### config.mk
export PLATFORM = sky130hd
export DESIGN_NAME = png_su_ctrl
export DESIGN_NICKNAME = d
export VERILOG_FILES = /design/src/hdl/png_su_pkg.sv /design/src/hdl/png_su_ctrl.sv
export SDC_FILE = /design/constraint.sdc
export NUM_CORES = 1
export LEC_CHECK = 0
export BUFFER_PORTS_ARGS = -buffer_cell sky130_fd_sc_hd__buf_2
export CAP_MARGIN = 10
export CORE_MARGIN = 4
export CORE_UTILIZATION = 60
export CTS_CLUSTER_SIZE = 25
export DETAILED_ROUTE_END_ITERATION = 10
export PLACE_DENSITY = 0.91
export SYNTH_ARGS = -nofsm -noshare
export SYNTH_HDL_FRONTEND = slang
export SYNTH_SLANG_ARGS = --single-unit
export TNS_END_PERCENT = 30
### constraint.sdc
create_clock -name clk -period 4.5 [get_ports clk]
set_input_delay 0.225 -clock clk [delete_from_list [all_inputs] [get_ports clk]]
set_output_delay 0.225 -clock clk [all_outputs]
set_load 0.03 [all_outputs]
### src/hdl/png_su_pkg.sv
`timescale 1ns / 1ps
// ----------------------------------------------------------------------------
// png_su_pkg
// Shared constants and types for the PNG scanline unfilter unit.
// ----------------------------------------------------------------------------
package png_su_pkg;

  localparam int MAX_ROW_BYTES = 8192;
  localparam int MAX_BPP       = 8;

  localparam int ROW_AW  = (MAX_ROW_BYTES > 1) ? $clog2(MAX_ROW_BYTES) : 1;
  localparam int COL_W   = $clog2(MAX_ROW_BYTES + 1);
  localparam int HIST_IW = (MAX_BPP > 1) ? $clog2(MAX_BPP) : 1;

  localparam int RB_W  = 14;
  localparam int BPP_W = 4;
  localparam int CFG_AW = 3;
  localparam int CFG_DW = 32;

  typedef enum logic {
    REG_ROW_BYTES = 1'b0,
    REG_BPP       = 1'b1
  } reg_idx_e_t;

  typedef enum logic [2:0] {
    FILT_NONE  = 3'd0,
    FILT_SUB   = 3'd1,
    FILT_UP    = 3'd2,
    FILT_AVG   = 3'd3,
    FILT_PAETH = 3'd4
  } filt_e_t;

  typedef struct packed {
    logic [7:0]         data;
    logic               is_type;
    logic               row_end;
    logic               bad;
    filt_e_t            filt;
    logic               has_left;
    logic               has_up;
    logic               up_ok;
    logic [HIST_IW-1:0] bpp_idx;
    logic [ROW_AW-1:0]  addr;
  } item_t;

  typedef struct packed {
    logic              en;
    logic [ROW_AW-1:0] addr;
  } rd_req_t;

  typedef struct packed {
    logic              en;
    logic [ROW_AW-1:0] addr;
    logic [7:0]        data;
  } wr_req_t;

endpackage

### src/hdl/png_su_ctrl.sv
`timescale 1ns / 1ps
// ----------------------------------------------------------------------------
// png_su_ctrl
// Row sequencing: column count, filter type, error flag, row store read.
// ----------------------------------------------------------------------------
module png_su_ctrl (
  input  logic                                 clk,
  input  logic                                 rst_n,
  input  logic                                 accept,
  input  logic [7:0]                           data_byte,
  input  logic                                 frame_start,
  input  logic [png_su_pkg::RB_W-1:0]          row_bytes,
  input  logic [png_su_pkg::BPP_W-1:0]         bytes_per_pixel,
  output png_su_pkg::item_t                    item,
  output png_su_pkg::rd_req_t                  rd
);

  localparam int COL_W = png_su_pkg::COL_W;

  logic [COL_W-1:0]     col_r, col_nxt;
  logic [COL_W-1:0]     fill_r, fill_nxt;
  logic                 first_r, first_nxt;
  logic                 err_r, err_nxt;
  png_su_pkg::filt_e_t  filt_r, filt_nxt;

  logic [COL_W-1:0]     rb_eff;
  logic [png_su_pkg::BPP_W-1:0] bpp_eff;
  logic [COL_W-1:0]     col_eff;
  logic                 first_eff;
  logic                 err_eff;
  logic                 type_slot;
  logic                 bad_type;
  logic                 last;
  logic [png_su_pkg::ROW_AW-1:0] j;

  always_comb begin
    if (row_bytes == '0) begin
      rb_eff = COL_W'(1);
    end else if (32'(row_bytes) > 32'(png_su_pkg::MAX_ROW_BYTES)) begin
      rb_eff = COL_W'(png_su_pkg::MAX_ROW_BYTES);
    end else begin
      rb_eff = COL_W'(row_bytes);
    end
    if (bytes_per_pixel == '0) begin
      bpp_eff = png_su_pkg::BPP_W'(1);
    end else if (32'(bytes_per_pixel) > 32'(png_su_pkg::MAX_BPP)) begin
      bpp_eff = png_su_pkg::BPP_W'(png_su_pkg::MAX_BPP);
    end else begin
      bpp_eff = bytes_per_pixel;
    end
  end

  always_comb begin
    col_eff   = frame_start ? '0 : col_r;
    first_eff = frame_start | first_r;
    err_eff   = ~frame_start & err_r;
    type_slot = (col_eff == '0);
    bad_type  = (data_byte > 8'(png_su_pkg::FILT_PAETH));
    j         = png_su_pkg::ROW_AW'(col_eff - COL_W'(1));
    last      = (col_eff >= rb_eff);
  end

  always_comb begin
    col_nxt   = col_r;
    fill_nxt  = fill_r;
    first_nxt = first_r;
    err_nxt   = err_r;
    filt_nxt  = filt_r;
    if (accept) begin
      first_nxt = first_eff;
      err_nxt   = err_eff;
      if (type_slot) begin
        col_nxt  = COL_W'(1);
        err_nxt  = err_eff | bad_type;
        filt_nxt = bad_type ? png_su_pkg::FILT_NONE : png_su_pkg::filt_e_t'(data_byte[2:0]);
      end else begin
        col_nxt = last ? '0 : col_eff + COL_W'(1);
        if (last) begin
          first_nxt = 1'b0;
        end
        if (col_eff > fill_r) begin
          fill_nxt = col_eff;
        end
      end
    end
  end

  always_ff @(posedge clk) begin
    if (!rst_n) begin
      col_r   <= '0;
      fill_r  <= '0;
      first_r <= 1'b1;
      err_r   <= 1'b0;
      filt_r  <= png_su_pkg::FILT_NONE;
    end else begin
      col_r   <= col_nxt;
      fill_r  <= fill_nxt;
      first_r <= first_nxt;
      err_r   <= err_nxt;
      filt_r  <= filt_nxt;
    end
  end

  always_comb begin
    item.data     = data_byte;
    item.is_type  = type_slot;
    item.row_end  = ~type_slot & last;
    item.bad      = type_slot ? (err_eff | bad_type) : err_eff;
    item.filt     = filt_r;
    item.has_left = (col_eff > COL_W'(bpp_eff));
    item.has_up   = ~first_eff;
    item.up_ok    = ~first_eff & (COL_W'(j) < fill_r);
    item.bpp_idx  = png_su_pkg::HIST_IW'(bpp_eff - png_su_pkg::BPP_W'(1));
    item.addr     = j;
    rd.en         = accept & ~type_slot;
    rd.addr       = j;
  end

`ifndef SYNTH
  a_col_range: assert property (@(posedge clk) disable iff (!rst_n)
    col_r <= COL_W'(png_su_pkg::MAX_ROW_BYTES))
    else $error("column beyond row store");
  a_fill_range: assert property (@(posedge clk) disable iff (!rst_n)
    fill_r <= COL_W'(png_su_pkg::MAX_ROW_BYTES))
    else $error("fill count beyond row store");
  a_fs_type: assert property (@(posedge clk) disable iff (!rst_n)
    accept && frame_start |=> col_r == COL_W'(1) && first_r)
    else $error("frame start not taken as type byte");
`endif

endmodule

==> out/qor.txt <==
status -> finished clean
Mapped Area -> 0.00336 mm^2
Cells after DPL -> 549
Req. time, crit path -> 4280 ps
initial cell density of the core -> 0.638
Post-Syn Nets -> 523
VDD IR max -> 0.158 mV
Layout Area Growth over Synthesis -> 9.30%
largest net degree at the start of global routing -> 48
Yosys reg bits -> 33
Crit. Startpoint -> col_r[3]
YS warnings -> 0
core box area -> 0.00527 mm^2
Worst-path clk slew -> 70 ps
largest family of logic cells by synthesized area -> simple AND/OR/NAND/NOR gates
static leakage -> 1.62 nW
pre-CTS WS -> 1190 ps
gr usage total -> 0.249
Hold Crit Class -> in -> reg
Setup TNS Final -> 0 ps
hold buffers post-CTS -> 0
routability cong. -> 0.964
Max FO, Critical Path -> 8
CP endpoint kind -> primary output
H-tree levels -> 2
Synth Area in Compound Gates -> 0.163
WHS Endpoint -> filt_r[0]
vias in the first global route -> 3084
P per Cell Area -> 186 mW/mm^2
TritonCTS clock tree -> built
clk buf depth -> 2
commonest non-fill, non-tap cell in the layout -> buf_2
most frequent cells in the layout -> buf_2, ha_1, nand2_1
Non-Filler Instances -> 557
RSZ-0062 raised after global routing -> no
ys flop type -> dfxtp_1
R2R Path End -> col_r[12]
Post-Synth Adder-Cell Area -> 0.182
routed vias -> 3349
reg2reg start -> col_r[7]
hold slack -> 273 ps
final hold violations -> 0
die height -> 82.9 um
latest clock arrival within the worst-skew pair -> 290 ps
worst-margin pin slew -> 761 ps
Seq. cell area -> 661 um^2
Simple-Gate Fraction of Synth Area -> 0.301
setup violators final -> 0
initial antenna violation count -> 0
CTS Root Buffer Type -> clkbuf_8
I/O Pins -> 77
Routed WL per cell -> 16.1 um
port buffer count -> 76
Setup crit start kind -> flop
first-pass GRT wire length -> 14500 um
die footprint -> 0.00687 mm^2
width of the die -> 82.9 um
synth unique cells -> 46
CTS Buf Count -> 5
HPWL Detailed -> 7110 um
Post-CTS Setup Inserts -> 0
async set-or-reset flop fraction in the synthesized netlist -> 0
Ant. Diodes -> 0
Post-synth EDFFs -> 0
final core utilization -> 0.698
Clock Skews -> 6.29 ps
# DRC -> 0
Slew Limit Fails -> 0
Max Cap Violations -> 0
Hold Crit Depth -> 3
drt pass-1 iters -> 6
fin crit share -> 0.785
Synth Instances -> 444
remaining antenna violation count -> 0
grt total ovfl -> 0
Std-Cell Rows -> 26
hold_sp -> data_byte[0]
fraction of layout cells with a size suffix above 1 -> 0.203
Slew headroom -> 0.493
r2r setup slk -> 1490 ps
drt initial violations -> 252
XOR/XNOR Fraction of Synth Area -> 0.0495
fmax -> 0.283 GHz
CTS resizes -> 0
Nets -> 565
Period minus WS final -> 3530 ps
WS Path Type -> reg -> out
post-synthesis mux area share -> 0
via/cell ratio -> 6.01
sequential share of the synthesized area -> 0.196
Final Routed Wirelength -> 8970 um
clock sinks -> 33
final worst slack -> 965 ps
number of fill cells in the layout -> 416
Worst R2R Path Depth -> 8
syn avg cell area -> 7.57 um^2
area of the multi-input gates -> 0.00234 mm^2
CP arrival -> 3310 ps
kinds of logic after synthesis:
logic type / after synthesis
buf+inv: 72
compound gates: 85
simple gates: 186
fa+ha+maj: 49
xor+xnor: 19
flops: 33
registers in the layout (all words and copies together) (netlist names):
signal	cells
col_r	14
fill_r	14
first_r	1
err_r	1
filt_r	3
worst max path at each step:
stage	endpoint	slack, ps
final	item[16]	970
after global routing	item[16]	790
after CTS	item[16]	1000
after detailed placement	item[16]	1190
after global placement	item[16]	1410
after floorplan	item[16]	670
report_power, final:
group          internal [mW]  total, mW  switching, mW
logic                 0.0544      0.170          0.116
clock network          0.107      0.221          0.114
registers              0.293      0.295        0.00114
critical path: stages, from the launching register on:
cell and delay (ps):
dfxtp_1 380, or3_1 450, or3_1 400, nor3b_1 300, xnor2_1 150, nand2b_1 100
ha_1 290, nand4_1 120, nor2_1 60, nor4_1 160, o311ai_0 220, a21oi_1 170
buf_2 220
cells in the mapped netlist, types with 2 or more instances:
cell,number,area (um^2)
a21boi_0,5,37.5
a21o_1,5,37.5
a21oi_1,27,135
a221o_1,2,20.0
a41oi_1,2,17.5
and2_1,4,25.0
and4_1,3,26.3
buf_2,4,20.0
buf_4,22,165
clkbuf_1,17,63.8
dfxtp_1,33,661
ha_1,49,613
inv_1,28,105
nand2_1,44,165
nand2b_1,10,62.6
nand3_1,10,50.1
nand4_1,24,150
nor2_1,22,82.6
nor2b_1,39,244
nor3_1,7,35.0
nor3b_1,3,22.5
nor4_1,7,43.8
o21a_1,5,37.5
o21ai_0,20,100
o21ai_2,10,87.6
o311ai_0,2,17.5
or3_1,4,25.0
xnor2_1,12,105
xor2_1,7,61.3
final cells by class:
| cell class | instances | share of cell area |
|---|---|---|
| Multi-Input combinational cell | 339 | 0.636 |
| Sequential cell | 33 | 0.180 |
| Timing Repair Buffer | 79 | 0.110 |
| Inverter | 28 | 0.0286 |
| Tap cell | 70 | 0.0238 |
| Clock buffer | 6 | 0.0197 |
| Clock inverter | 2 | 0.00272 |
stage by stage:
step / cell area, um^2 / total power [mW]
floorplan: 3360 / 0.430
global placement: 3590 / 0.465
detailed placement: 3590 / 0.471
CTS: 3680 / 0.684
global route: 3680 / 0.713
finish: 3680 / 0.685
routing by layer:
| layer | GRT usage | vias to the layer above | part of all wire |
|---|---|---|---|
| met4 | 0.0802 | 0 | 0.026 |
| met5 | 0 | - | 0 |
| met3 | 0.0386 | 22 | 0.063 |
| li1 | - | 1618 | - |
| met2 | 0.435 | 165 | 0.50 |
| met1 | 0.310 | 1544 | 0.41 |
Note: power is estimated with default switching activity, not from simulation.
