## src/hdl/png_su_pkg.sv

```systemverilog
`timescale 1ns / 1ps
// ----------------------------------------------------------------------------
// png_su_pkg
// Shared constants and types for the PNG scanline unfilter unit.
// ----------------------------------------------------------------------------
package png_su_pkg;

  localparam int MAX_ROW_BYTES = 8192;
  localparam int MAX_BPP       = 8;

  localparam int ROW_AW  = (MAX_ROW_BYTES > 1) ? $clog2(MAX_ROW_BYTES) : 1;
  localparam int COL_W   = $clog2(MAX_ROW_BYTES + 1);
  localparam int HIST_IW = (MAX_BPP > 1) ? $clog2(MAX_BPP) : 1;

  localparam int RB_W  = 14;
  localparam int BPP_W = 4;
  localparam int CFG_AW = 3;
  localparam int CFG_DW = 32;

  typedef enum logic {
    REG_ROW_BYTES = 1'b0,
    REG_BPP       = 1'b1
  } reg_idx_e_t;

  typedef enum logic [2:0] {
    FILT_NONE  = 3'd0,
    FILT_SUB   = 3'd1,
    FILT_UP    = 3'd2,
    FILT_AVG   = 3'd3,
    FILT_PAETH = 3'd4
  } filt_e_t;

  typedef struct packed {
    logic [7:0]         data;
    logic               is_type;
    logic               row_end;
    logic               bad;
    filt_e_t            filt;
    logic               has_left;
    logic               has_up;
    logic               up_ok;
    logic [HIST_IW-1:0] bpp_idx;
    logic [ROW_AW-1:0]  addr;
  } item_t;

  typedef struct packed {
    logic              en;
    logic [ROW_AW-1:0] addr;
  } rd_req_t;

  typedef struct packed {
    logic              en;
    logic [ROW_AW-1:0] addr;
    logic [7:0]        data;
  } wr_req_t;

endpackage

```

## src/hdl/png_su_recon.sv

```systemverilog
`timescale 1ns / 1ps
// ----------------------------------------------------------------------------
// png_su_recon
// Reconstruction stage: predictor, left history and output register.
// ----------------------------------------------------------------------------
module png_su_recon (
  input  logic                clk,
  input  logic                rst_n,
  input  logic                accept,
  input  png_su_pkg::item_t   item,
  input  logic [7:0]          rdata,
  output logic                free,
  output png_su_pkg::wr_req_t wr,
  output logic                out_valid,
  input  logic                out_ready,
  output logic [7:0]          out_byte,
  output logic                out_is_type_byte,
  output logic                out_row_end,
  output logic                out_bad_filter
);

  localparam int HD = png_su_pkg::MAX_BPP;

  png_su_pkg::item_t s1_r;
  logic              s1_v_r, s1_v_nxt;
  logic              adv;
  logic              out_v_r, out_v_nxt;
  logic [7:0]        lh_r  [HD];
  logic [7:0]        ulh_r [HD];
  logic [7:0]        ob_r;
  logic              ot_r, oe_r, obad_r;

  logic [7:0] a, b, c, pred, res, pth;
  logic [8:0] avg_sum;
  logic signed [9:0] pa, pb, pc;

  function automatic logic signed [9:0] absv(input logic signed [9:0] x);
    absv = x[9] ? -x : x;
  endfunction

  assign adv  = s1_v_r & (~out_v_r | out_ready);
  assign free = ~s1_v_r | adv;

  always_comb begin
    a = s1_r.has_left ? lh_r[s1_r.bpp_idx] : 8'd0;
    b = s1_r.up_ok ? rdata : 8'd0;
    c = (s1_r.has_left & s1_r.has_up) ? ulh_r[s1_r.bpp_idx] : 8'd0;
    avg_sum = {1'b0, a} + {1'b0, b};
    pa = absv($signed({2'b00, b}) - $signed({2'b00, c}));
    pb = absv($signed({2'b00, a}) - $signed({2'b00, c}));
    pc = absv($signed({2'b00, a}) + $signed({2'b00, b}) - $signed({1'b0, c, 1'b0}));
    priority if (pa <= pb && pa <= pc) begin
      pth = a;
    end else if (pb <= pc) begin
      pth = b;
    end else begin
      pth = c;
    end
    unique case (s1_r.filt)
      png_su_pkg::FILT_SUB:   pred = a;
      png_su_pkg::FILT_UP:    pred = b;
      png_su_pkg::FILT_AVG:   pred = avg_sum[8:1];
      png_su_pkg::FILT_PAETH: pred = pth;
      default:                pred = 8'd0;
    endcase
    res = s1_r.data + pred;
  end

  always_comb begin
    wr.en   = adv & ~s1_r.is_type;
    wr.addr = s1_r.addr;
    wr.data = res;
  end

  always_comb begin
    s1_v_nxt  = accept ? 1'b1 : (adv ? 1'b0 : s1_v_r);
    out_v_nxt = adv ? 1'b1 : (out_ready ? 1'b0 : out_v_r);
  end

  always_ff @(posedge clk) begin
    if (!rst_n) begin
      s1_v_r  <= 1'b0;
      out_v_r <= 1'b0;
    end else begin
      s1_v_r  <= s1_v_nxt;
      out_v_r <= out_v_nxt;
    end
  end

  always_ff @(posedge clk) begin
    if (accept) begin
      s1_r <= item;
    end
    if (adv) begin
      ob_r   <= s1_r.is_type ? s1_r.data : res;
      ot_r   <= s1_r.is_type;
      oe_r   <= s1_r.row_end;
      obad_r <= s1_r.bad;
    end
    if (adv && !s1_r.is_type) begin
      lh_r[0]  <= res;
      ulh_r[0] <= b;
      for (int i = 1; i < HD; i++) begin
        lh_r[i]  <= lh_r[i-1];
        ulh_r[i] <= ulh_r[i-1];
      end
    end
  end

  assign out_valid        = out_v_r;
  assign out_byte         = ob_r;
  assign out_is_type_byte = ot_r;
  assign out_row_end      = oe_r;
  assign out_bad_filter   = obad_r;

`ifndef SYNTH
  a_s1_hold: assert property (@(posedge clk) disable iff (!rst_n)
    s1_v_r && !adv |=> s1_v_r && $stable(s1_r))
    else $error("stage item lost while stalled");
  a_acc_free: assert property (@(posedge clk) disable iff (!rst_n)
    accept |-> free)
    else $error("item taken into busy stage");
  a_type_end: assert property (@(posedge clk) disable iff (!rst_n)
    s1_v_r && s1_r.is_type |-> !s1_r.row_end && !wr.en)
    else $error("type byte marked as row end or stored");
`endif

endmodule

```

## config.mk

```make
export PLATFORM = sky130hd
export DESIGN_NAME = png_su_recon
export DESIGN_NICKNAME = d
export VERILOG_FILES = /design/src/hdl/png_su_pkg.sv /design/src/hdl/png_su_recon.sv
export SDC_FILE = /design/constraint.sdc
export NUM_CORES = 1
export LEC_CHECK = 0
export BUFFER_PORTS_ARGS = -buffer_cell sky130_fd_sc_hd__buf_2
export CORE_UTILIZATION = 50
export CTS_CLUSTER_DIAMETER = 120
export DETAILED_ROUTE_END_ITERATION = 16
export GPL_TIMING_DRIVEN = 0
export PLACE_DENSITY = 0.77
export SYNTH_ARGS = -nofsm -noshare
export SYNTH_HDL_FRONTEND = slang
export SYNTH_SLANG_ARGS = --single-unit
```

## constraint.sdc

```tcl
create_clock -name clk -period 20.6 [get_ports clk]
set_input_delay 6.18 -clock clk [delete_from_list [all_inputs] [get_ports clk]]
set_output_delay 6.18 -clock clk [all_outputs]
set_load 0.03 [all_outputs]
```

==> key figures <==
Logic synthesis
  – Post-Syn Instances: 751
  – Avg Inst Size Synth: 13.4 sq um
  – Yosys warns: 0
  – Seq/Total Area, Yosys: 0.522
  – Largest area contributor in the netlist: edfxtp_1
  – Synthesized area: 10100 sq um
  – Post-synthesis register bit count: 177
  – Number of synthesized flops with an enable pin: 172
  – Simple-gate portion of the synthesized area: 0.0771
  – Main flop type after synthesis: edfxtp_1
  – Top cell type's share of synthesized area: 0.513
  – Largest family of logic cells by synthesized area: multiplexers
  – Area contributors post-synth: edfxtp_1 (51%), ha_1 (8.6%), mux4_2 (7.2%)
  – Multiplexer area fraction after synthesis: 0.116
  – Distinct cells, synth: 68
  – Xor/xnor share of the synthesized area: 0.0440
  – Adder-cell share of the synthesized area: 0.108
  – Async set or reset register ratio after synthesis: 0
  – Synth Area in Compound Gates: 0.0975

Detailed routing
  – Routed length per instance: 18.4 um
  – DRT antenna net count: 0
  – Post-route DRC violation count: 0
  – Wirelength, routed: 20.8 mm
  – Vias/cell: 5.73
  – Via Count: 6487
  – Drt pass-1 iters: 5
  – Starting DRT DRC Count: 503

CTS
  – CTS sink cnt: 177
  – Clock buffer depth: 2
  – Clock latency on the worst-skew pair: 0.43 ns
  – Hold buffers post-CTS: 0
  – H-tree level count: 4
  – Cts repair resizes: 0
  – CTS Buf Count: 17
  – Worst-path clk slew: 0.06 ns
  – Postcts setup bufs: 0
  – Root Buffer: clkbuf_16
  – CTS tree: done

Global route
  – First-pass GRT wire length: 32.9 mm
  – Initial antenna violation count: 0
  – Gr usage total: 0.215
  – Largest net degree at the start of global routing: 39
  – Vias in the first global route: 6159
  – GRT overflow: 0

Critical path
  – Maximum net fanout on the critical path: 8
  – Max incr delay on CP: 0.62 ns
  – Worst Setup SP: rdata[3]
  – Worst Path Arrival: 13.63 ns
  – Crit. End Element: output pin
  – Crit path required time: 14.42 ns
  – CP delay by family, top: compound AO/OA/AOI/OAI gates
  – Buf/Inv on CP: 3
  – Top cell by count, worst path: a21oi_1
  – Cell at the slowest stage of the critical path: a211oi_4
  – Critical path type: in -> out
  – Startpoint Class: primary input

Timing
  – Slew @ Worst Pin: 1.14 ns
  – Final setup fails: 0
  – Crit path time final: 19.81 ns
  – Max Clk Rate: 50.5 MHz
  – Setup ws final: 0.785 ns
  – Crit share post-route: 0.962
  – RSZ-0062 raised after global routing: false
  – Slew headroom: 0.239
  – Final Skew: 0.0111 ns
  – Slew Limit Fails: 0
  – Post-Route Setup TNS: 0 ns
  – Final Hold Fails: 0

Cells and area
  – Layout Cell Area excl Fill: 11500 sq um
  – Fraction of layout cells with a size suffix above 1: 0.226
  – Area grow syn2layout: 13.8%
  – Final Util: 0.585
  – Ant. Diodes: 0
  – Final non-filler cell total: 1132
  – Commonest non-fill, non-tap cell in the layout: edfxtp_1
  – Most frequent cells in the layout: edfxtp_1 (172), buf_2 (79), ha_1 (69), inv_1 (52), nor2_1 (49)
  – Final #Nets: 979

Power
  – Total internal power: 824 uW
  – Worst IR Drop VDD: 0.0000889 V
  – Net Sw Frac: 0.358
  – Comb pwr share: 0.422
  – Pwr Density: 112 nW/um^2
  – Flop pwr share: 0.331
  – NetSw: 460 uW
  – Lkg Pwr: 0.00443 uW
  – Clock group share of total power: 0.247

Floorplan
  – Initial Util: 0.514
  – Chip height: 144 um
  – Ports: 80
  – Die X: 144 um
  – Core area: 19600 sq um
  – FP Rows: 51
  – DIE AREA: 20700 sq um

Run status
  – Status: complete, no violations

Place
  – GP Congestion: 0.907
  – Dpl cell area: 10900 sq um
  – Placed insts: 1100
  – DP HPWL: 15.4 mm
  – Pre-CTS setup slack: 0.860 ns
  – PortBufs: 79

Job
  – Max-cap violations: 0

Min path
  – Hold Crit Class: reg -> reg
  – Hold path startpoint: s1_r[22]
-- flip-flops by register name (all words and copies together) (netlist names), named ones only --
| signal | flops |
|---|---|
| s1_v_r | 1 |
| out_is_type_byte | 1 |
| out_row_end | 1 |
| out_byte | 8 |
| s1_r | 20 |
| lh_r | 64 |
| out_valid | 1 |
| out_bad_filter | 1 |
| ulh_r | 64 |
| wr | 13 |
-- cell families (layout without fill, tap and decap cells) --
kind of cell	after synthesis	in the layout
AO/OA/AOI/OAI	137	137
XOR/XNOR	46	46
adder cells (fa/ha/maj)	80	80
buffers and inverters	79	193
flip-flops	177	177
multiplexers	74	74
other	2	4
AND/OR/NAND/NOR	156	156
-- synth_stat cells, types with 9 or more instances --
| cell | number |
|---|---|
| edfxtp_1 | 172 |
| ha_1 | 69 |
| inv_1 | 52 |
| nor2_1 | 49 |
| a21oi_1 | 36 |
| nand2_1 | 34 |
| mux4_2 | 32 |
| xnor2_1 | 24 |
| mux2i_1 | 22 |
| mux2_2 | 20 |
| xor2_1 | 19 |
| o21ai_0 | 18 |
| buf_4 | 13 |
| nor2b_1 | 12 |
| fa_1 | 11 |
| o21a_1 | 11 |
| a21o_1 | 10 |
| nand2b_1 | 9 |
-- layer usage --
layer | track usage | vias up | part of all wire
li1 | - | 3062 | -
met1 | 0.295 | 3195 | 0.45
met2 | 0.340 | 210 | 0.47
met3 | 0.0563 | 20 | 0.060
met4 | 0.0515 | 0 | 0.014
met5 | 0 | - | 0
-- metrics by stage --
stage	total power [uW]	hold WS (ns)
finish	1280	0.419
global route	1360	0.432
CTS	1290	0.421
global placement	956	0.400
floorplan	848	0.400
detailed placement	968	0.405
-- worst paths after layout --
kind                                        to  slack [ns]  cells after the start
worst max-delay path                     wr[7]        0.79                     30
worst min-delay path            out_bad_filter        0.42                      0
worst max register to register     out_byte[7]       10.35                     34
worst min register to register  out_bad_filter        0.42                      0
-- layout make-up --
cell class | instances | area (sq um)
Tap cell | 265 | 332
Sequential cell | 177 | 5270
Timing Repair Buffer | 82 | 455
Clock buffer | 17 | 425
Buffer | 27 | 158
Inverter | 52 | 195
Clock inverter | 15 | 159
Multi-Input combinational cell | 497 | 4470
Fill cell | 1548 | 8130
-- power groups by stage --
stage	Clock, uW	Combinational (uW)	Sequential, uW
6_report	317	542	425
3_5_place_dp	0	536	432
4_1_cts	322	540	425
2_1_floorplan	0	413	435
3_3_place_gp	0	522	434
5_1_grt	336	602	427
No activity file was read; power rests on OpenSTA's default activity.
